--- src/hw/rtl/lrt_pkg.sv ---
// Package for the LRU replacement tracker.
// Holds sizes, field widths, codes and the result struct; no dependencies.
package lrt_pkg;

    localparam int NUM_KEYS  = 26;
    localparam int KEY_W     = 5;
    localparam int CAP_W     = 5;
    localparam int ADDR_W    = $clog2(NUM_KEYS);
    localparam int OCC_W     = $clog2(NUM_KEYS + 1);
    localparam int CAP_RESET = 26;

    localparam logic KIND_ACCESS = 1'b0;
    localparam logic KIND_DUMP   = 1'b1;

    typedef struct packed {
        logic [KEY_W-1:0] key_res;
        logic             empty_res;
        logic             last;
    } t_result;

endpackage

--- src/hw/rtl/lrt_in_if.sv ---
// Request channel of the LRU replacement tracker: valid/ready plus payload.
// Depends on lrt_pkg for field widths.
interface lrt_in_if;
    logic                      valid;
    logic                      ready;
    logic                      kind;
    logic [lrt_pkg::KEY_W-1:0] key;

    modport source (output valid, output kind, output key, input ready);
    modport sink (input valid, input kind, input key, output ready);
endinterface

--- src/hw/rtl/lrt_out_if.sv ---
// Result channel of the LRU replacement tracker: valid/ready plus payload.
// Depends on lrt_pkg for field widths.
interface lrt_out_if;
    logic                      valid;
    logic                      ready;
    logic [lrt_pkg::KEY_W-1:0] key_res;
    logic                      empty_res;
    logic                      last;

    modport source (output valid, output key_res, output empty_res, output last,
                    input ready);
    modport sink (input valid, input key_res, input empty_res, input last,
                  output ready);
endinterface

--- src/hw/rtl/lrt_ram.sv ---
// Generic simple dual-port RAM: one write port, one read port, registered read.
// No dependencies.
module lrt_ram #(
    parameter int WIDTH = 8,
    parameter int DEPTH = 16
) (
    input  logic                     i_clk,
    input  logic                     i_we,
    input  logic [$clog2(DEPTH)-1:0] i_waddr,
    input  logic [WIDTH-1:0]         i_wdata,
    input  logic                     i_re,
    input  logic [$clog2(DEPTH)-1:0] i_raddr,
    output logic [WIDTH-1:0]         o_rdata
);

    logic [WIDTH-1:0] r_mem [DEPTH];
    logic [WIDTH-1:0] r_rdata;

    always_ff @(posedge i_clk) begin
        if (i_we) begin
            r_mem[i_waddr] <= i_wdata;
        end
        if (i_re) begin
            r_rdata <= r_mem[i_raddr];
        end
    end

    assign o_rdata = r_rdata;

endmodule

--- src/hw/rtl/lrt_out_reg.sv ---
// Output register of the LRU replacement tracker: holds one result until transfer.
// Depends on lrt_pkg and lrt_out_if.
module lrt_out_reg (
    input  logic             i_clk,
    input  logic             i_rst_n,
    input  logic             i_load,
    input  lrt_pkg::t_result i_res,
    output logic             o_free,
    lrt_out_if.source        o_out
);
    import lrt_pkg::*;

    logic    r_valid;
    t_result r_res;

    // free when empty or when the held result leaves this cycle
    assign o_free = !r_valid || o_out.ready;

    always_ff @(posedge i_clk) begin
        if (!i_rst_n) begin
            r_valid <= 1'b0;
        end else if (i_load) begin
            r_valid <= 1'b1;
        end else if (o_out.ready) begin
            r_valid <= 1'b0;
        end
    end

    always_ff @(posedge i_clk) begin
        if (i_load) begin
            r_res <= i_res;
        end
    end

    assign o_out.valid     = r_valid;
    assign o_out.key_res   = r_res.key_res;
    assign o_out.empty_res = r_res.empty_res;
    assign o_out.last      = r_res.last;

`ifndef SYNTHESIS
    ap_no_overwrite: assert property (@(posedge i_clk) disable iff (!i_rst_n)
        i_load |-> o_free)
        else $error("result loaded while output register is held");
`endif

endmodule

--- src/hw/rtl/lru_replacement_tracker.sv ---
// LRU replacement tracker: a fully associative cache of up to NUM_KEYS keys.
// Usage:
//   i_in (valid/ready) carries requests: kind access with a key, or kind dump.
//   o_out (valid/ready) carries dump results, least recently used key first,
//   last set on the final one; an empty cache dumps one result with empty_res.
//   i_cfg_we/i_cfg_wdata write the capacity (0 acts as 1, above NUM_KEYS
//   saturates); write it only while the block is idle.
// Timing:
//   A miss with room writes the key on top as it is taken. A hit reads the
//   key's rank and then moves every more recent key down one place, one entry
//   per cycle through the order memory, then writes the key on top; a key
//   already most recent moves nothing. A miss on a full cache reads the oldest
//   key, shifts the rest and writes the new key on top.
//   A dump reads one rank per cycle while the receiver does not stall; each
//   result passes the order memory's read register and the output register.
//   The single read and write port of the order memory sets this pace.
// Reset clears presence bits and occupancy and sets capacity to NUM_KEYS; the
// memories are not cleared. A result is held in an output register while the
// receiver stalls; a dump then pauses, and no request is taken until it ends.
module lru_replacement_tracker (
    input  logic                      i_clk,
    input  logic                      i_rst_n,
    input  logic                      i_cfg_we,
    input  logic [lrt_pkg::CAP_W-1:0] i_cfg_wdata,
    lrt_in_if.sink                    i_in,
    lrt_out_if.source                 o_out
);
    import lrt_pkg::*;

    localparam logic [2:0] S_IDLE  = 3'd0;
    localparam logic [2:0] S_HRANK = 3'd1;
    localparam logic [2:0] S_EVICT = 3'd2;
    localparam logic [2:0] S_SHIFT = 3'd3;
    localparam logic [2:0] S_TAIL  = 3'd4;
    localparam logic [2:0] S_DOUT  = 3'd5;
    localparam logic [2:0] S_EMPTY = 3'd6;

    logic [2:0]          r_state, n_state;
    logic [OCC_W-1:0]    r_occ, n_occ;
    logic [NUM_KEYS-1:0] r_present, n_present;
    logic [ADDR_W-1:0]   r_idx, n_idx;
    logic [KEY_W-1:0]    r_key, n_key;
    logic [CAP_W-1:0]    r_capacity;

    // order memory: rank -> key
    logic              a_we, a_re;
    logic [ADDR_W-1:0] a_waddr, a_raddr;
    logic [KEY_W-1:0]  a_wdata, a_rdata;
    // rank memory: key -> rank
    logic              b_we, b_re;
    logic [ADDR_W-1:0] b_waddr, b_raddr;
    logic [ADDR_W-1:0] b_wdata, b_rdata;

    logic             w_in_acc;
    logic             w_key_ok;
    logic [OCC_W-1:0] w_eff_cap;
    logic [OCC_W-1:0] w_idx_inc;
    logic [OCC_W-1:0] w_rank_inc;
    logic [OCC_W-1:0] w_occ_dec;
    logic             w_dump_last;
    logic             w_out_free;
    logic             w_out_load;
    t_result          w_out_res;

    assign i_in.ready = (r_state == S_IDLE);
    assign w_in_acc   = i_in.valid && i_in.ready;
    assign w_key_ok   = (OCC_W'(i_in.key) < OCC_W'(NUM_KEYS));

    always_comb begin
        if (r_capacity == '0) begin
            w_eff_cap = OCC_W'(1);
        end else if (OCC_W'(r_capacity) > OCC_W'(NUM_KEYS)) begin
            w_eff_cap = OCC_W'(NUM_KEYS);
        end else begin
            w_eff_cap = OCC_W'(r_capacity);
        end
    end

    assign w_idx_inc   = OCC_W'(r_idx) + OCC_W'(1);
    assign w_rank_inc  = OCC_W'(b_rdata) + OCC_W'(1);
    assign w_occ_dec   = r_occ - OCC_W'(1);
    assign w_dump_last = (w_idx_inc == r_occ);

    always_comb begin
        n_state    = r_state;
        n_occ      = r_occ;
        n_present  = r_present;
        n_idx      = r_idx;
        n_key      = r_key;
        a_we       = 1'b0;
        a_waddr    = '0;
        a_wdata    = '0;
        a_re       = 1'b0;
        a_raddr    = '0;
        b_we       = 1'b0;
        b_waddr    = '0;
        b_wdata    = '0;
        b_re       = 1'b0;
        b_raddr    = '0;
        w_out_load = 1'b0;
        w_out_res  = '0;

        case (r_state)
            S_IDLE: begin
                if (w_in_acc) begin
                    n_key = i_in.key;
                    if (i_in.kind == KIND_DUMP) begin
                        n_idx = '0;
                        if (r_occ == '0) begin
                            n_state = S_EMPTY;
                        end else begin
                            a_re    = 1'b1;
                            a_raddr = '0;
                            n_state = S_DOUT;
                        end
                    end else if (w_key_ok) begin
                        if (r_present[i_in.key[ADDR_W-1:0]]) begin
                            b_re    = 1'b1;
                            b_raddr = i_in.key[ADDR_W-1:0];
                            n_state = S_HRANK;
                        end else if (r_occ < w_eff_cap) begin
                            // insert on top while there is room
                            a_we    = 1'b1;
                            a_waddr = r_occ[ADDR_W-1:0];
                            a_wdata = i_in.key;
                            b_we    = 1'b1;
                            b_waddr = i_in.key[ADDR_W-1:0];
                            b_wdata = r_occ[ADDR_W-1:0];
                            n_present[i_in.key[ADDR_W-1:0]] = 1'b1;
                            n_occ   = r_occ + OCC_W'(1);
                        end else begin
                            a_re    = 1'b1;
                            a_raddr = '0;
                            n_state = S_EVICT;
                        end
                    end
                end
            end
            S_HRANK: begin
                // already most recent: nothing moves; else fetch the next more recent entry
                if (w_rank_inc < r_occ) begin
                    a_re    = 1'b1;
                    a_raddr = w_rank_inc[ADDR_W-1:0];
                    n_idx   = w_rank_inc[ADDR_W-1:0];
                    n_state = S_SHIFT;
                end else begin
                    n_state = S_IDLE;
                end
            end
            S_EVICT: begin
                n_present[a_rdata[ADDR_W-1:0]] = 1'b0;
                if (r_occ > OCC_W'(1)) begin
                    a_re    = 1'b1;
                    a_raddr = ADDR_W'(1);
                    n_idx   = ADDR_W'(1);
                    n_state = S_SHIFT;
                end else begin
                    n_state = S_TAIL;
                end
            end
            S_SHIFT: begin
                // move the entry read last cycle down one rank, fetch the next
                a_we    = 1'b1;
                a_waddr = r_idx - ADDR_W'(1);
                a_wdata = a_rdata;
                b_we    = 1'b1;
                b_waddr = a_rdata[ADDR_W-1:0];
                b_wdata = r_idx - ADDR_W'(1);
                if (w_idx_inc < r_occ) begin
                    a_re    = 1'b1;
                    a_raddr = w_idx_inc[ADDR_W-1:0];
                    n_idx   = w_idx_inc[ADDR_W-1:0];
                end else begin
                    n_state = S_TAIL;
                end
            end
            S_TAIL: begin
                a_we    = 1'b1;
                a_waddr = w_occ_dec[ADDR_W-1:0];
                a_wdata = r_key;
                b_we    = 1'b1;
                b_waddr = r_key[ADDR_W-1:0];
                b_wdata = w_occ_dec[ADDR_W-1:0];
                n_present[r_key[ADDR_W-1:0]] = 1'b1;
                n_state = S_IDLE;
            end
            S_DOUT: begin
                if (w_out_free) begin
                    w_out_load          = 1'b1;
                    w_out_res.key_res   = a_rdata;
                    w_out_res.empty_res = 1'b0;
                    w_out_res.last      = w_dump_last;
                    if (w_dump_last) begin
                        n_state = S_IDLE;
                    end else begin
                        a_re    = 1'b1;
                        a_raddr = w_idx_inc[ADDR_W-1:0];
                        n_idx   = w_idx_inc[ADDR_W-1:0];
                    end
                end
            end
            S_EMPTY: begin
                if (w_out_free) begin
                    w_out_load          = 1'b1;
                    w_out_res.key_res   = '0;
                    w_out_res.empty_res = 1'b1;
                    w_out_res.last      = 1'b1;
                    n_state             = S_IDLE;
                end
            end
            default: begin
                n_state = S_IDLE;
            end
        endcase
    end

    always_ff @(posedge i_clk) begin
        if (!i_rst_n) begin
            r_state    <= S_IDLE;
            r_occ      <= '0;
            r_present  <= '0;
            r_capacity <= CAP_W'(CAP_RESET);
        end else begin
            r_state   <= n_state;
            r_occ     <= n_occ;
            r_present <= n_present;
            if (i_cfg_we) begin
                r_capacity <= i_cfg_wdata;
            end
        end
    end

    always_ff @(posedge i_clk) begin
        r_idx <= n_idx;
        r_key <= n_key;
    end

    lrt_ram #(
        .WIDTH (KEY_W),
        .DEPTH (NUM_KEYS)
    ) u_order_ram (
        .i_clk   (i_clk),
        .i_we    (a_we),
        .i_waddr (a_waddr),
        .i_wdata (a_wdata),
        .i_re    (a_re),
        .i_raddr (a_raddr),
        .o_rdata (a_rdata)
    );

    lrt_ram #(
        .WIDTH (ADDR_W),
        .DEPTH (NUM_KEYS)
    ) u_rank_ram (
        .i_clk   (i_clk),
        .i_we    (b_we),
        .i_waddr (b_waddr),
        .i_wdata (b_wdata),
        .i_re    (b_re),
        .i_raddr (b_raddr),
        .o_rdata (b_rdata)
    );

    lrt_out_reg u_out_reg (
        .i_clk   (i_clk),
        .i_rst_n (i_rst_n),
        .i_load  (w_out_load),
        .i_res   (w_out_res),
        .o_free  (w_out_free),
        .o_out   (o_out)
    );

`ifndef SYNTHESIS
    ap_occ_count: assert property (@(posedge i_clk) disable iff (!i_rst_n)
        (r_state == S_IDLE) |-> ($countones(r_present) == int'(r_occ)))
        else $error("presence bits disagree with occupancy");

    ap_occ_bound: assert property (@(posedge i_clk) disable iff (!i_rst_n)
        r_occ <= OCC_W'(NUM_KEYS))
        else $error("occupancy above key count");

    ap_shift_range: assert property (@(posedge i_clk) disable iff (!i_rst_n)
        (r_state == S_SHIFT) |-> (r_idx != '0 && OCC_W'(r_idx) < r_occ))
        else $error("shift index out of range");

    ap_hit_path: assert property (@(posedge i_clk) disable iff (!i_rst_n)
        (w_in_acc && i_in.kind == KIND_ACCESS && w_key_ok &&
         r_present[i_in.key[ADDR_W-1:0]]) |=> (r_state == S_HRANK))
        else $error("hit did not read its rank");

    ap_dump_emits: assert property (@(posedge i_clk) disable iff (!i_rst_n)
        (r_state == S_DOUT && w_out_free) |=> o_out.valid)
        else $error("dump step produced no result");
`endif

endmodule
--- src/flat_wrapper.sv ---
// flat-port wrapper written by rule: the top's interface ports become plain ports
module lru_replacement_tracker_flat import lrt_pkg::*;
  (i_clk, i_rst_n, i_cfg_we, i_cfg_wdata, i_in_valid, i_in_kind, i_in_key, i_in_ready, o_out_valid, o_out_key_res, o_out_empty_res, o_out_last, o_out_ready);
  lrt_in_if i_in_i ();
  lrt_out_if o_out_i ();
  input  logic i_clk;
  input  logic i_rst_n;
  input  logic i_cfg_we;
  input  logic [lrt_pkg::CAP_W-1:0] i_cfg_wdata;
  input wire logic [$bits(i_in_i.valid)-1:0] i_in_valid;
  input wire logic [$bits(i_in_i.kind)-1:0] i_in_kind;
  input wire logic [$bits(i_in_i.key)-1:0] i_in_key;
  output wire logic [$bits(i_in_i.ready)-1:0] i_in_ready;
  output wire logic [$bits(o_out_i.valid)-1:0] o_out_valid;
  output wire logic [$bits(o_out_i.key_res)-1:0] o_out_key_res;
  output wire logic [$bits(o_out_i.empty_res)-1:0] o_out_empty_res;
  output wire logic [$bits(o_out_i.last)-1:0] o_out_last;
  input wire logic [$bits(o_out_i.ready)-1:0] o_out_ready;
  assign i_in_i.valid = i_in_valid;
  assign i_in_i.kind = i_in_kind;
  assign i_in_i.key = i_in_key;
  assign i_in_ready = i_in_i.ready;
  assign o_out_valid = o_out_i.valid;
  assign o_out_key_res = o_out_i.key_res;
  assign o_out_empty_res = o_out_i.empty_res;
  assign o_out_last = o_out_i.last;
  assign o_out_i.ready = o_out_ready;
  lru_replacement_tracker u_core (.i_clk(i_clk), .i_rst_n(i_rst_n), .i_cfg_we(i_cfg_we), .i_cfg_wdata(i_cfg_wdata), .i_in(i_in_i), .o_out(o_out_i));
endmodule
--- config.mk ---
export PLATFORM = sky130hd
export DESIGN_NAME = lru_replacement_tracker_flat
export DESIGN_NICKNAME = d
export VERILOG_FILES = /design/src/hw/rtl/lrt_pkg.sv /design/src/hw/rtl/lrt_in_if.sv /design/src/hw/rtl/lrt_out_if.sv /design/src/hw/rtl/lrt_ram.sv /design/src/hw/rtl/lrt_out_reg.sv /design/src/hw/rtl/lru_replacement_tracker.sv /design/src/flat_wrapper.sv
export SDC_FILE = /design/constraint.sdc
export NUM_CORES = 1
export LEC_CHECK = 0
export ABC_CLOCK_PERIOD_IN_PS = 5700
export BUFFER_PORTS_ARGS = -buffer_cell sky130_fd_sc_hd__clkbuf_2
export CAP_MARGIN = 20
export CORE_MARGIN = 2
export CORE_UTILIZATION = 40
export DETAILED_ROUTE_END_ITERATION = 8
export PLACE_DENSITY_LB_ADDON = 0.2
export SLEW_MARGIN = 10
export SYNTH_ARGS = -nofsm -noshare
export SYNTH_HDL_FRONTEND = slang
export SYNTH_SLANG_ARGS = --single-unit
--- constraint.sdc ---
create_clock -name i_clk -period 5.7 [get_ports i_clk]
set_input_delay 0.57 -clock i_clk [delete_from_list [all_inputs] [get_ports i_clk]]
set_output_delay 0.57 -clock i_clk [all_outputs]
set_load 0.05 [all_outputs]
# --- After elaboration in Yosys (flattened, before gate mapping) ---
# Memory sizes are Yosys's and may differ from the RTL's. A register that Yosys moved wholly into a read port is not among the register bits.
# Index checks and enable logic that the tools add are counted.
classes:
  n_eq_ne: 23
  bitwise_logic: 6
  n_reduce_logical: 19
  addsub: 5
  muxes: 92
  magnitude_cmp: 12
ops:
  columns: ["op", "n"]
  rows:
  - ["$mux 5", 28]
  - ["$mux 26", 5]
  - ["$pmux 26 s3", 1]
  - ["$or 26x26->26", 2]
  - ["$mux 1", 32]
  - ["$mux 3", 10]
  - ["$pmux 5 s3", 2]
  - ["$and 26x26->26", 1]
  - ["$not 26->26", 1]
  - ["$pmux 5 s5", 1]
  - ["$ne 2x2->1 const B", 10]
  - ["$pmux 5 s4", 1]
  - ["$lt 5x6->1 const B", 3]
  - ["$pmux 3 s6", 1]
  - ["$add 5x1->5 const B", 3]
  - ["$demux 1 s5", 3]
  - ["$ge 5x1->1 const B", 3]
  - ["$lt 5x5->1", 3]
  - ["$pmux 7 s2", 1]
  - ["$reduce_and 6->1", 2]
  - ["$logic_not 5->1", 2]
  - ["$sub 5x1->5 const B", 2]
  - ["$eq 3x3->1 const B", 3]
  - ["$ne 2x1->1 const B", 4]
  - ["25 further kinds", 33]
totals:
  register_bits: 57
  ram_bits: 260
  inputBits: 16
  memories: 2
mem_list:
  columns: ["name", "depth", "word_bits", "read_ports", "rd_ports_with_merged_regs", "wr", "line_no", "source"]
  rows:
  - ["u_core.u_order_ram.r_mem", 26, 5, 1, 1, 1, "lrt_ram.sv:16", "logic [WIDTH-1:0] r_mem [DEPTH];"]
  - ["u_core.u_rank_ram.r_mem", 26, 5, 1, 1, 1, "lrt_ram.sv:16", null]

# --- Longest topological paths before layout ---
# Gate-level depths: netlist (run 1).
depth:
  ltp_word: 12
  mapped_depth: 14

# --- Modules after synthesis ---
# From an unflattened synthesis (run 1), not the netlist that was laid out.
hier_totals:
  cells_unflattened: 1134
  area_unflattened_um2: 14964.4
by_module_without_submodules:
  columns: ["mod", "cells_per_inst", "area_per_inst_um2", "instances"]
  rows:
  - ["lrt_ram", 314, 5416.4, 2]
  - ["lru_replacement_tracker", 495, 3872.5, 1]
  - ["lrt_out_reg", 11, 259.0, 1]

# --- Worst setup path before layout (run 1) ---
# Ideal clock, no wire load.
synth_timing:
  kind: "input to register"
  start: "input i_in_key[1]"
  end: "memory u_core.u_rank_ram.r_mem[7][0] in the netlist's numbering, enable pin"
  path_buffers: 2
  stages: 10
  t_arrival_ns: 3.881
  setup_ns: 0.339
  slack_ns: 1.479
  cell_sequence: "clkbuf_1 mux4_2 a22o_1 a221oi_4 nand3_2 buf_6 o41ai_2 nor2b_1 nand2_1 nor2_1"
synth_via:
  elab_cells_between_ends: 16
  cone_classes: "order compare: 1; mux: 15"
synth_rtl:
  columns: ["item", "line_no", "source"]
  rows:
  - ["from (decl)", "flat_wrapper.sv:12", "input wire logic [$bits(i_in_i.key)-1:0] i_in_key;"]
  - ["$bmux 1 s5", "lru_replacement_tracker.sv:117", "if (r_present[i_in.key[ADDR_W-1:0]]) begin"]
  - ["$mux 1 (not written as such)", "lru_replacement_tracker.sv:117", null]
  - ["$mux 5", null, null]
  - ["$mux 5 * (3 in a row)", null, null]
  - ["$pmux 5 s3 *", null, null]
  - ["net u_core.a_wdata[2]", "lru_replacement_tracker.sv:48", "logic [KEY_W-1:0] a_wdata, a_rdata;"]
  - ["to (decl)", "lrt_ram.sv:16", null]
# Mark *: on every way through the listed nets, which the timed path passes. The rest lies on a longest branch. The select of a mux whose other input is x is not followed.

# --- Final worst setup path (run 1) ---
layout_timing:
  start: "register u_core.u_rank_ram.r_rdata[0] (netlist: u_core.u_rank_ram.o_rdata[0]), read port of u_core.u_rank_ram.r_mem"
  end: "register u_core.u_order_ram.r_rdata[2] (netlist: u_core.u_order_ram.o_rdata[2]), read port of u_core.u_order_ram.r_mem, data pin"
layout_via:
  elab_chain_len: 4
  elab_cells_between_ends: 6
  cone_classes: "add/sub: 1; order compare: 1; mux: 4"
layout_lines:
  columns: ["item", "line_no", "source"]
  rows:
  - ["from (decl)", "lrt_ram.sv:17", "logic [WIDTH-1:0] r_rdata;"]
  - ["$add 5x1->5 *", "lru_replacement_tracker.sv:80", "assign w_rank_inc = OCC_W'(b_rdata) + OCC_W'(1);"]
  - ["$lt 5x5->1", "lru_replacement_tracker.sv:141", "if (w_rank_inc < r_occ) begin"]
  - ["$mux 1 or $mux 5 (tied branches)", "lru_replacement_tracker.sv:141", null]
  - ["$pmux 1 s5 or $pmux 5 s4 (tied branches)", "lru_replacement_tracker.sv:103", "case (r_state)"]
  - ["to (decl)", "lrt_ram.sv:17", null]
# Every way passes the cells marked *; elsewhere a longest branch is shown, timed or not.
# A chain may end at the register's enable or synchronous reset.

==> metrics.yaml, run 1 <==
setup_path:
  critical_path_start: "u_core.u_rank_ram.o_rdata[0]$_DFFE_PP_"
  worst_setup_path_end_kind: "flop"
  worst-endpoint-required_ns: 5.99
  critical_path_arrival_ns: 5.21
  critical_path_start_end_classification: "flop to flop"
  r2r_start: "u_core.u_rank_ram.o_rdata[0]$_DFFE_PP_"
  crit_path_start_kind: "flop"
  timing.critical_path.fanout_max: 27
place:
  routabilityCongestion: 0.877
  dpl_ws_ns: 0.827
  dpl.hpwl_um: 26400
  place_inst: 1747
  buffer_ports.inserted: 24
  place_area_mm2: 0.0161
yosys:
  postSynthRegisterBits: 327
  leading_post_synthesis_cells_by_cell_area: "sky130_fd_sc_hd__edfxtp_1, sky130_fd_sc_hd__dfxtp_1, sky130_fd_sc_hd__mux2i_1"
  synth-edff-count: 287
  synth_largest_area_cell: "sky130_fd_sc_hd__edfxtp_1"
  ys_async_sr_fraction: 0
  post-synth-top-count-cell: "sky130_fd_sc_hd__edfxtp_1"
  synth_area_mm2: 0.0155
  syn-instance-count: 1255
  synth_top_flop_cell: "sky130_fd_sc_hd__edfxtp_1"
  synth_top_area_share: 0.558
  ys_top_cells_by_count: "sky130_fd_sc_hd__edfxtp_1, sky130_fd_sc_hd__nand2_1, sky130_fd_sc_hd__nor2_1"
  syn-num-nets: 1291
  seq_area_frac_synth: 0.610
  syn_area_cell_um2: 12.3
  yosysWarningCount: 0
  yosys.cell_types.count: 78
clock_network:
  post_cts_gate_resize_count: 0
  cts-root-to-sink-buffers: 3
  cts.sinks: 327
  clock_tree.htree_level_count: 2
  cts_inserted_buffers: 37
  postCtsSetupRepairBufs: 0
  cts.reportedPaths.clkPinSlew_ns: 0.06
  cts_hold_buf: 0
  cts_tree: "yes"
  worst_skew_pair.late_latency_ns: 0.55
  root_buffer: "sky130_fd_sc_hd__clkbuf_16"
global_routing:
  first_global_vias: 10007
  grt_max_degree: 41
  track_usage: 0.194
  grt_antenna_before_repair: 0
  gr-total-overflow: 0
  first_pass_grt_wire_length_um: 60600
routing:
  ant_nets: 0
  route.vias.total: 10397
  drt-vias-per-instance: 5.73
  wl_per_cell_um: 21.8
  detail_route.first_pass.iterations: 5
  detail_route.drc_violations: 0
  dr.first_iter.drc_count: 879
  route.final.wire_length_um: 39500
layout:
  antennaDiodeCount: 0
  finalNetCount: 1311
  drive_above_1_share: 0.124
  final_layout_fill_cell_count: 3493
  finish.cell_count_without_fillers: 1814
  post-route-util: 0.458
  final_cell_area_mm2: 0.0173
  signed_area_change_from_the_synthesized_netlist_to_the_final_layout_pct: 12.1
run:
  drv.max_cap_violation_count: 0
timing:
  final_period_minus_worst_setup_slack_ns: 4.92
  setup_ws_ns: 0.777
  unrepaired_setup_endpoints_after_global_routing: "false"
  final.hold.worst_slack_ns: 0.250
  final_cycle_utilization_of_the_critical_path: 0.864
  slew_violations: 0
  tightest_slew_ns: 1.03
  timing.clock.skew_ns: 0.0274
  report.final.hold_viol_count: 0
  setup_viol: 0
  max-slew-margin-rel: 0.309
  fin_setup_tns_ns: 0
  max_freq_ghz: 0.203
hold_path:
  worst_hold_startpoint: "i_cfg_wdata[3]"
  hold_class: "primary input to flop"
power_and_ir_drop:
  power.leakage_nw: 5.88
  intPower_mw: 4.38
  power.sequential.fraction: 0.476
  power.density_cell_area_mw_per_mm2: 341
  share_clk_of_total_power: 0.403
  ir_drop_uv: 183
  total_power_mw: 5.91
  power_switching_mw: 1.53
  power.share.switching: 0.259
  comb_power_share: 0.121
floorplan:
  dieArea_mm2: 0.0402
  core_area_mm2: 0.0378
  boundaryPins: 25
  start_util: 0.408
  fp.dieW_um: 201
  die_h_um: 201
  num_rows: 71
status:
  run_status: "finished clean"
logic make-up after synthesis:
group / Yosys count / synth area share
AOI/OAI and AO/OA: 324 / 0.154
xor gates and xnor gates: 14 / 0.00794
adders and majority gates: 20 / 0.0162
buffers and inverters: 106 / 0.0312
DFF: 327 / 0.610
muxes: 92 / 0.0636
and+or+nand+nor: 372 / 0.118
worst max-delay path, cell delays in order, from the launching register on:
cell and delay, ns:
sky130_fd_sc_hd__edfxtp_1 0.49, sky130_fd_sc_hd__ha_1 0.27, sky130_fd_sc_hd__xor2_1 0.50, sky130_fd_sc_hd__ha_1 0.35
sky130_fd_sc_hd__a21o_1 0.15, sky130_fd_sc_hd__a31oi_1 0.29, sky130_fd_sc_hd__a21oi_1 0.38, sky130_fd_sc_hd__o22ai_4 0.87
sky130_fd_sc_hd__buf_4 0.45, sky130_fd_sc_hd__mux2i_1 0.12, sky130_fd_sc_hd__mux2i_1 0.28, sky130_fd_sc_hd__o21ai_0 0.14
sky130_fd_sc_hd__a2111oi_0 0.34
metal layers:
metal / vias to the layer above / share of wire / track usage
met4: 0 / 0.016 / 0.0468
met5: - / 0 / 0
met2: 303 / 0.47 / 0.314
met1: 5184 / 0.46 / 0.274
met3: 48 / 0.055 / 0.0307
li1: 4862 / - / -
power by group through the flow:
stage	sequential [mW]	combinational [mW]	clock, mW
2_1_floorplan	2.83	0.475	0
3_3_place_gp	2.86	0.709	0
3_5_place_dp	2.86	0.714	0
4_1_cts	2.81	0.716	2.43
5_1_grt	2.82	0.779	2.53
6_report	2.81	0.716	2.38
cell type report:
| class | count | area (µm²) | share of cell area |
|---|---|---|---|
| clock buffers | 45 | 956 | 0.0552 |
| clock inverters | 22 | 264 | 0.0152 |
| inverters | 40 | 150 | 0.00867 |
| multi-input cells | 822 | 5600 | 0.323 |
| flip-flops and latches | 327 | 9420 | 0.544 |
| well taps | 511 | 639 | 0.0369 |
| repair buffers | 47 | 293 | 0.0169 |
flip-flops by register name, indices dropped and copies added, names as in the netlist:
name                              flops
u_core.u_out_reg.o_out.last           1
u_core.u_order_ram.r_mem            130
u_core.r_capacity                     5
u_core.r_key                          5
u_core.r_idx                          5
u_core.u_order_ram.o_rdata            5
u_core.r_occ                          5
u_core.u_rank_ram.r_mem             130
u_core.u_out_reg.o_out.key_res        5
u_core.r_present                     26
u_core.u_out_reg.o_out.empty_res      1
u_core.u_out_reg.o_out.valid          1
u_core.u_rank_ram.o_rdata             5
u_core.r_state                        3
path summary, 6_finish.rpt:
kind,end,slack [ns],cells past startpoint
worst max-delay path,u_core.u_order_ram.o_rdata[2]$_DFFE_PP_,0.78,12
worst min-delay path,u_core.r_capacity[3]$_SDFFE_PN1P_,0.25,3
worst max register to register,u_core.u_order_ram.o_rdata[2]$_DFFE_PP_,0.78,12
worst min register to register,u_core.r_present[6]$_SDFFE_PN0P_,0.49,2
placed cells by master (no fill, tap or decap), types with 20 or more instances in the layout:
cell,n
sky130_fd_sc_hd__dfxtp_1,40
sky130_fd_sc_hd__clkbuf_2,24
sky130_fd_sc_hd__nand3_1,40
sky130_fd_sc_hd__o21ai_0,50
sky130_fd_sc_hd__mux2_2,20
sky130_fd_sc_hd__a21oi_1,36
sky130_fd_sc_hd__a211oi_1,27
sky130_fd_sc_hd__mux2i_1,69
sky130_fd_sc_hd__clkbuf_16,37
sky130_fd_sc_hd__a22oi_1,36
sky130_fd_sc_hd__nor2_1,89
sky130_fd_sc_hd__edfxtp_1,287
sky130_fd_sc_hd__nor3_1,22
sky130_fd_sc_hd__o22ai_1,27
sky130_fd_sc_hd__inv_1,36
sky130_fd_sc_hd__nor2b_1,20
sky130_fd_sc_hd__and2_1,34
sky130_fd_sc_hd__ha_1,20
sky130_fd_sc_hd__nand2_1,110
sky130_fd_sc_hd__buf_4,23
(Power assumes the default switching activity.)
==> run 2, diff against run 1 <==
--- a/config.mk
+++ b/config.mk
@@ -9,7 +9,7 @@
 export BUFFER_PORTS_ARGS = -buffer_cell sky130_fd_sc_hd__clkbuf_2
 export CAP_MARGIN = 20
 export CORE_MARGIN = 2
-export CORE_UTILIZATION = 40
+export CORE_UTILIZATION = 59
 export DETAILED_ROUTE_END_ITERATION = 8
 export PLACE_DENSITY_LB_ADDON = 0.2
 export SLEW_MARGIN = 10
==> run 2 against run 1 <==
Compared with the run above:
- global-route usage is 7.9 points higher
- setup slack worse by 0.37 ns
- utilization is 20 points higher
- final cell count is 10% lower
- die area is 32% lower
- wire length is 3.6% lower
- critical endpoint unchanged
- non-clock buffer count is 1 lower
- final area is 1.9% lower
- fmax is 7.0% lower
- hold slack better by 0.024 ns
- first-iteration DRC count is 46% higher
- critical path type unchanged
- count of clock-buffer cells in the layout is 2 lower
==> metrics.yaml, run 2 (same netlist as run 1, synthesis figures left out) <==
power_and_ir_drop:
  power.sequential.fraction: 0.488
  power.density_cell_area_mw_per_mm2: 339
  power.share.switching: 0.259
  ir_drop_uv: 291
  share_clk_of_total_power: 0.386
  power_switching_mw: 1.49
  comb_power_share: 0.125
  power.leakage_nw: 5.83
  intPower_mw: 4.27
timing:
  unrepaired_setup_endpoints_after_global_routing: "false"
  slew_violations: 0
  final_period_minus_worst_setup_slack_ns: 5.29
  final.hold.worst_slack_ns: 0.275
  timing.clock.skew_ns: 0.0182
  report.final.hold_viol_count: 0
  final_cycle_utilization_of_the_critical_path: 0.928
  setup_viol: 0
  fin_setup_tns_ns: 0
  tightest_slew_ns: 1.31
  max-slew-margin-rel: 0.124
  max_freq_ghz: 0.189
routing:
  route.vias.total: 10759
  dr.first_iter.drc_count: 1284
  route.final.wire_length_um: 38100
  drt-vias-per-instance: 6.59
  wl_per_cell_um: 23.3
  detail_route.first_pass.iterations: 9
  detail_route.drc_violations: 0
  ant_nets: 0
clock_network:
  cts_tree: "yes"
  cts.sinks: 327
  root_buffer: "sky130_fd_sc_hd__clkbuf_16"
  cts-root-to-sink-buffers: 3
  postCtsSetupRepairBufs: 0
  cts_hold_buf: 0
  post_cts_gate_resize_count: 0
  worst_skew_pair.late_latency_ns: 0.52
  cts.reportedPaths.clkPinSlew_ns: 0.06
  clock_tree.htree_level_count: 2
  cts_inserted_buffers: 35
setup_path:
  timing.critical_path.fanout_max: 22
  critPathMostFrequentCell: "sky130_fd_sc_hd__ha_1"
  worstPathCellList: "ha_1 -> nand3_1 -> xnor2_1 -> ha_1 -> o211a_1 -> o31ai_1 -> a32o_1 -> a221oi_4 -> buf_12 -> nand2_1 -> a32oi_1 -> o211ai_1 -> a2111oi_0"
  critical_path.max_stage_delay_ns: 1.15
  crit_path_start_kind: "flop"
  critical_path_start_end_classification: "flop to flop"
  worst_path_dominant_cell_family: "compound AO/OA/AOI/OAI gates"
  slowest_stage: "sky130_fd_sc_hd__a221oi_4"
  critical_path_arrival_ns: 5.48
  r2r_start: "u_core.r_idx[0]$_DFFE_PP_"
  worst-endpoint-required_ns: 5.89
  critical_path_buf_inv_count: 1
  worst_setup_path_end_kind: "flop"
  critical_path_start: "u_core.r_idx[0]$_DFFE_PP_"
place:
  place_area_mm2: 0.0159
  place_inst: 1570
  dpl.hpwl_um: 25300
  routabilityCongestion: 0.921
  buffer_ports.inserted: 24
layout:
  largestRegisters: "u_core.u_order_ram.r_mem: 130 flops, u_core.u_rank_ram.r_mem: 130 flops, u_core.r_present: 26 flops"
  antennaDiodeCount: 0
  post-route-util: 0.656
  finish.cell_count_without_fillers: 1632
  drive_above_1_share: 0.121
  final_cell_area_mm2: 0.0170
  final_common_cell: "sky130_fd_sc_hd__edfxtp_1"
  final_cell_mix: "sky130_fd_sc_hd__edfxtp_1, sky130_fd_sc_hd__nand2_1, sky130_fd_sc_hd__nor2_1, sky130_fd_sc_hd__mux2i_1, sky130_fd_sc_hd__o21ai_0"
  signed_area_change_from_the_synthesized_netlist_to_the_final_layout_pct: 10.0
  finalNetCount: 1308
global_routing:
  first_global_vias: 10367
  first_pass_grt_wire_length_um: 58800
  track_usage: 0.273
  grt_max_degree: 41
  grt_antenna_before_repair: 0
  gr-total-overflow: 0
floorplan:
  num_rows: 59
  die_h_um: 166
  fp.dieW_um: 166
  start_util: 0.596
  core_area_mm2: 0.0259
  boundaryPins: 25
  dieArea_mm2: 0.0275
status:
  run_status: "finished clean"
run:
  drv.max_cap_violation_count: 0
hold_path:
  hold_class: "primary input to flop"
  worst_hold_startpoint: "i_cfg_wdata[1]"
-- run 2: tightest hold or removal path, stage by stage --
cell and delay [ns]:
sky130_fd_sc_hd__clkbuf_2 0.08, sky130_fd_sc_hd__mux2i_1 0.06, sky130_fd_sc_hd__nand2_1 0.06
-- run 2: final cells by class --
type                       count  area (µm²)
clock buffer                  43         906
timing repair buffer          46         298
clock inverter                19         208
sequential                   327        9420
inverter                      40         150
tap                          335         419
multi-input combinational    822        5600
fill                        1928        8910
-- run 2: through the flow --
step                power, mW  setup WS, ns
floorplan                3.31          1.48
global placement         3.55         0.593
detailed placement       3.57         0.640
CTS                      5.77         0.562
global route             5.94         0.219
finish                   5.76         0.408
-- run 2: layer usage --
layer / vias up / routed length (µm) / share of wire / global-route usage
met4: 0 / 1290 / 0.034 / 0.0957
li1: 4857 / - / - / -
met5: - / 0 / 0 / 0
met3: 99 / 3470 / 0.091 / 0.0460
met2: 577 / 17300 / 0.45 / 0.425
met1: 5226 / 16000 / 0.42 / 0.393
-- run 2: final timing paths --
| check | to | slack [ns] | cells after the start |
|---|---|---|---|
| worst max-delay path | u_core.u_order_ram.o_rdata[2]$_DFFE_PP_ | 0.41 | 13 |
| worst min-delay path | u_core.r_capacity[1]$_SDFFE_PN1P_ | 0.27 | 3 |
| worst max register to register | u_core.u_order_ram.o_rdata[2]$_DFFE_PP_ | 0.41 | 13 |
| worst min register to register | u_core.r_present[16]$_SDFFE_PN0P_ | 0.50 | 2 |
-- run 2: power by group through the flow --
stage | clock [mW] | sequential, mW | combinational (mW)
floorplan | 0 | 2.83 | 0.475
global placement | 0 | 2.86 | 0.698
detailed placement | 0 | 2.86 | 0.707
CTS | 2.25 | 2.81 | 0.711
global route | 2.34 | 2.82 | 0.780
finish | 2.23 | 2.81 | 0.722
==> run 3, diff against run 2 <==
--- a/config.mk
+++ b/config.mk
@@ -5,12 +5,14 @@
 export SDC_FILE = /design/constraint.sdc
 export NUM_CORES = 1
 export LEC_CHECK = 0
+export ABC_AREA = 1
 export ABC_CLOCK_PERIOD_IN_PS = 5700
 export BUFFER_PORTS_ARGS = -buffer_cell sky130_fd_sc_hd__clkbuf_2
 export CAP_MARGIN = 20
 export CORE_MARGIN = 2
 export CORE_UTILIZATION = 59
 export DETAILED_ROUTE_END_ITERATION = 8
+export HOLD_SLACK_MARGIN = 0.03
 export PLACE_DENSITY_LB_ADDON = 0.2
 export SLEW_MARGIN = 10
 export SYNTH_ARGS = -nofsm -noshare
==> run 3 against run 2 <==
Compared with the run above:
- utilization shrank 0.87 points
- wire length up 7.3%
- sequential power up 14%
- combinational power rose to 2.5 times the previous value
- critical path type unchanged
- non-clock buffer count down 11
- final cell count is 33% higher
- fmax is 26% higher
- setup slack better by 1.1 ns
- first-iteration DRC count grew 4.3%
- die area is 7.2% higher
- largest power group unchanged
- hold slack worse by 0.017 ns
- sequential share of layout area fell by 2.9 points
==> metrics.yaml, run 3 <==
yosys:
  seq_area_frac_synth: 0.568
  leading_post_synthesis_cells_by_cell_area: "sky130_fd_sc_hd__edfxtp_1, sky130_fd_sc_hd__nand3_1, sky130_fd_sc_hd__nand2_1"
  postSynthRegisterBits: 327
  synth-edff-count: 287
  yosys.cell_types.count: 51
  syn_area_cell_um2: 9.35
  syn-num-nets: 1810
  yosysWarningCount: 0
  post-synth-top-count-cell: "sky130_fd_sc_hd__nand2_1"
  ys_async_sr_fraction: 0
  synth_top_flop_cell: "sky130_fd_sc_hd__edfxtp_1"
  synth_area_mm2: 0.0166
  synth_largest_area_cell: "sky130_fd_sc_hd__edfxtp_1"
  syn-instance-count: 1774
  synth_top_area_share: 0.519
  ys_top_cells_by_count: "sky130_fd_sc_hd__nand2_1, sky130_fd_sc_hd__edfxtp_1, sky130_fd_sc_hd__inv_1"
setup_path:
  critical_path_start_end_classification: "flop to flop"
  worst-endpoint-required_ns: 6.11
  critical_path_arrival_ns: 4.61
  timing.critical_path.fanout_max: 31
  worst_setup_path_end_kind: "flop"
  crit_path_start_kind: "flop"
clock_network:
  post_cts_gate_resize_count: 0
  cts.reportedPaths.clkPinSlew_ns: 0.06
  clock_tree.htree_level_count: 2
  cts-root-to-sink-buffers: 3
  cts_inserted_buffers: 36
  postCtsSetupRepairBufs: 0
  cts_hold_buf: 0
  cts_tree: "yes"
  cts.sinks: 327
  worst_skew_pair.late_latency_ns: 0.54
  root_buffer: "sky130_fd_sc_hd__clkbuf_16"
timing:
  timing.clock.skew_ns: 0.0316
  max-slew-margin-rel: 0.312
  max_freq_ghz: 0.238
  setup_viol: 0
  unrepaired_setup_endpoints_after_global_routing: "false"
  slew_violations: 0
  final_period_minus_worst_setup_slack_ns: 4.20
  final.hold.worst_slack_ns: 0.257
  final_cycle_utilization_of_the_critical_path: 0.737
  tightest_slew_ns: 1.03
  report.final.hold_viol_count: 0
  fin_setup_tns_ns: 0
power_and_ir_drop:
  power.sequential.fraction: 0.442
  power_switching_mw: 2.47
  power.leakage_nw: 7.16
  ir_drop_uv: 281
  share_clk_of_total_power: 0.306
  intPower_mw: 4.77
  power.density_cell_area_mw_per_mm2: 403
  comb_power_share: 0.253
  power.share.switching: 0.341
place:
  buffer_ports.inserted: 24
  place_area_mm2: 0.0168
  routabilityCongestion: 0.933
  place_inst: 2105
  dpl.hpwl_um: 26700
layout:
  final_common_cell: "sky130_fd_sc_hd__nand2_1"
  finalNetCount: 1801
  final_cell_mix: "sky130_fd_sc_hd__nand2_1, sky130_fd_sc_hd__edfxtp_1, sky130_fd_sc_hd__inv_1, sky130_fd_sc_hd__nand3_1, sky130_fd_sc_hd__nor2_1"
  finish.cell_count_without_fillers: 2169
  antennaDiodeCount: 0
  final_cell_area_mm2: 0.0179
  largestRegisters: "u_core.u_order_ram.r_mem: 130 flops, u_core.u_rank_ram.r_mem: 130 flops, u_core.r_present: 26 flops"
  drive_above_1_share: 0.0944
  final_layout_fill_cell_count: 2254
  signed_area_change_from_the_synthesized_netlist_to_the_final_layout_pct: 8.12
floorplan:
  dieArea_mm2: 0.0295
  fp.dieW_um: 172
  num_rows: 61
  core_area_mm2: 0.0277
  start_util: 0.599
  boundaryPins: 25
  die_h_um: 172
routing:
  dr.first_iter.drc_count: 1339
  ant_nets: 0
  route.vias.total: 12728
  drt-vias-per-instance: 5.87
  wl_per_cell_um: 18.8
  route.final.wire_length_um: 40800
  detail_route.drc_violations: 0
  detail_route.first_pass.iterations: 6
global_routing:
  grt_antenna_before_repair: 0
  grt_max_degree: 84
  gr-total-overflow: 0
  first_pass_grt_wire_length_um: 63700
  first_global_vias: 11961
  track_usage: 0.281
hold_path:
  hold_class: "primary input to flop"
run:
  drv.max_cap_violation_count: 0
status:
  run_status: "finished clean"
run 3: area by class of cell:
class / count / area [µm²] / share of cell area
Clock buffer: 47 / 983 / 0.0548
Multi-Input combinational cell: 1085 / 5670 / 0.316
Inverter: 280 / 1060 / 0.0589
Tap cell: 378 / 473 / 0.0264
Sequential cell: 327 / 9420 / 0.525
Timing Repair Buffer: 35 / 203 / 0.0113
Clock inverter: 17 / 138 / 0.00767
run 3: critical path, stage by stage, from the launching register on:
cell                       delay (ns)
sky130_fd_sc_hd__edfxtp_1        0.48
sky130_fd_sc_hd__ha_1            0.27
sky130_fd_sc_hd__nand3_1         0.10
sky130_fd_sc_hd__xor2_1          0.24
sky130_fd_sc_hd__inv_1           0.08
sky130_fd_sc_hd__ha_1            0.30
sky130_fd_sc_hd__nand2_1         0.07
sky130_fd_sc_hd__nor2_1          0.20
sky130_fd_sc_hd__nand2_1         0.11
sky130_fd_sc_hd__nand4_1         0.16
sky130_fd_sc_hd__o21ai_2         0.11
sky130_fd_sc_hd__nand2_1         0.11
sky130_fd_sc_hd__o21ai_2         0.05
sky130_fd_sc_hd__buf_4           0.26
sky130_fd_sc_hd__inv_1           0.79
sky130_fd_sc_hd__nand3_1         0.15
sky130_fd_sc_hd__nand3_1         0.13
sky130_fd_sc_hd__nand3_1         0.16
sky130_fd_sc_hd__nand2_1         0.12
sky130_fd_sc_hd__nand2_1         0.08
sky130_fd_sc_hd__nand2_1         0.07
run 3: final timing paths:
check | startpoint | end | slack (ns) | depth (start not counted)
worst max-delay path | u_core.r_idx[0]$_DFFE_PP_ | u_core.u_order_ram.o_rdata[1]$_DFFE_PP_ | 1.50 | 20
worst min-delay path | i_cfg_wdata[1] | u_core.r_capacity[1]$_SDFFE_PN1P_ | 0.26 | 3
worst max register to register | u_core.r_idx[0]$_DFFE_PP_ | u_core.u_order_ram.o_rdata[1]$_DFFE_PP_ | 1.50 | 20
worst min register to register | u_core.r_present[22]$_SDFFE_PN0P_ | u_core.r_present[22]$_SDFFE_PN0P_ | 0.49 | 2
run 3: through the flow:
stage	power (mW)	utilization	setup slack, ns
2_1_floorplan	4.47	-	2.77
3_3_place_gp	4.99	0.607	1.70
3_5_place_dp	5.03	0.607	1.61
4_1_cts	7.22	0.647	1.59
5_1_grt	7.54	0.647	1.21
6_report	7.24	0.647	1.50
run 3: logic make-up (layout without fill, tap and decap cells):
kind of cell               count (synthesis)  count (layout)  share of synthesized area
DFF                                      327             327                      0.568
xor gates and xnor gates                   7               7                    0.00370
and+or+nand+nor                          887             887                      0.254
AOI/OAI and AO/OA                        171             171                     0.0673
buffers and inverters                    362             379                     0.0919
adders and majority gates                 20              20                     0.0151
run 3: metal layers:
layer | GRT usage | share of wire | vias up
met4 | 0.0929 | 0.025 | 0
met3 | 0.0644 | 0.10 | 95
met2 | 0.445 | 0.46 | 642
li1 | - | - | 6009
met1 | 0.384 | 0.42 | 5982
met5 | 0 | 0 | -
run 3: power by group through the flow:
stage	sequential, mW	clock [mW]	combinational [mW]
floorplan	3.20	0	1.28
global placement	3.24	0	1.76
detailed placement	3.24	0	1.79
CTS	3.19	2.23	1.80
global route	3.22	2.31	2.01
finish	3.20	2.21	1.83
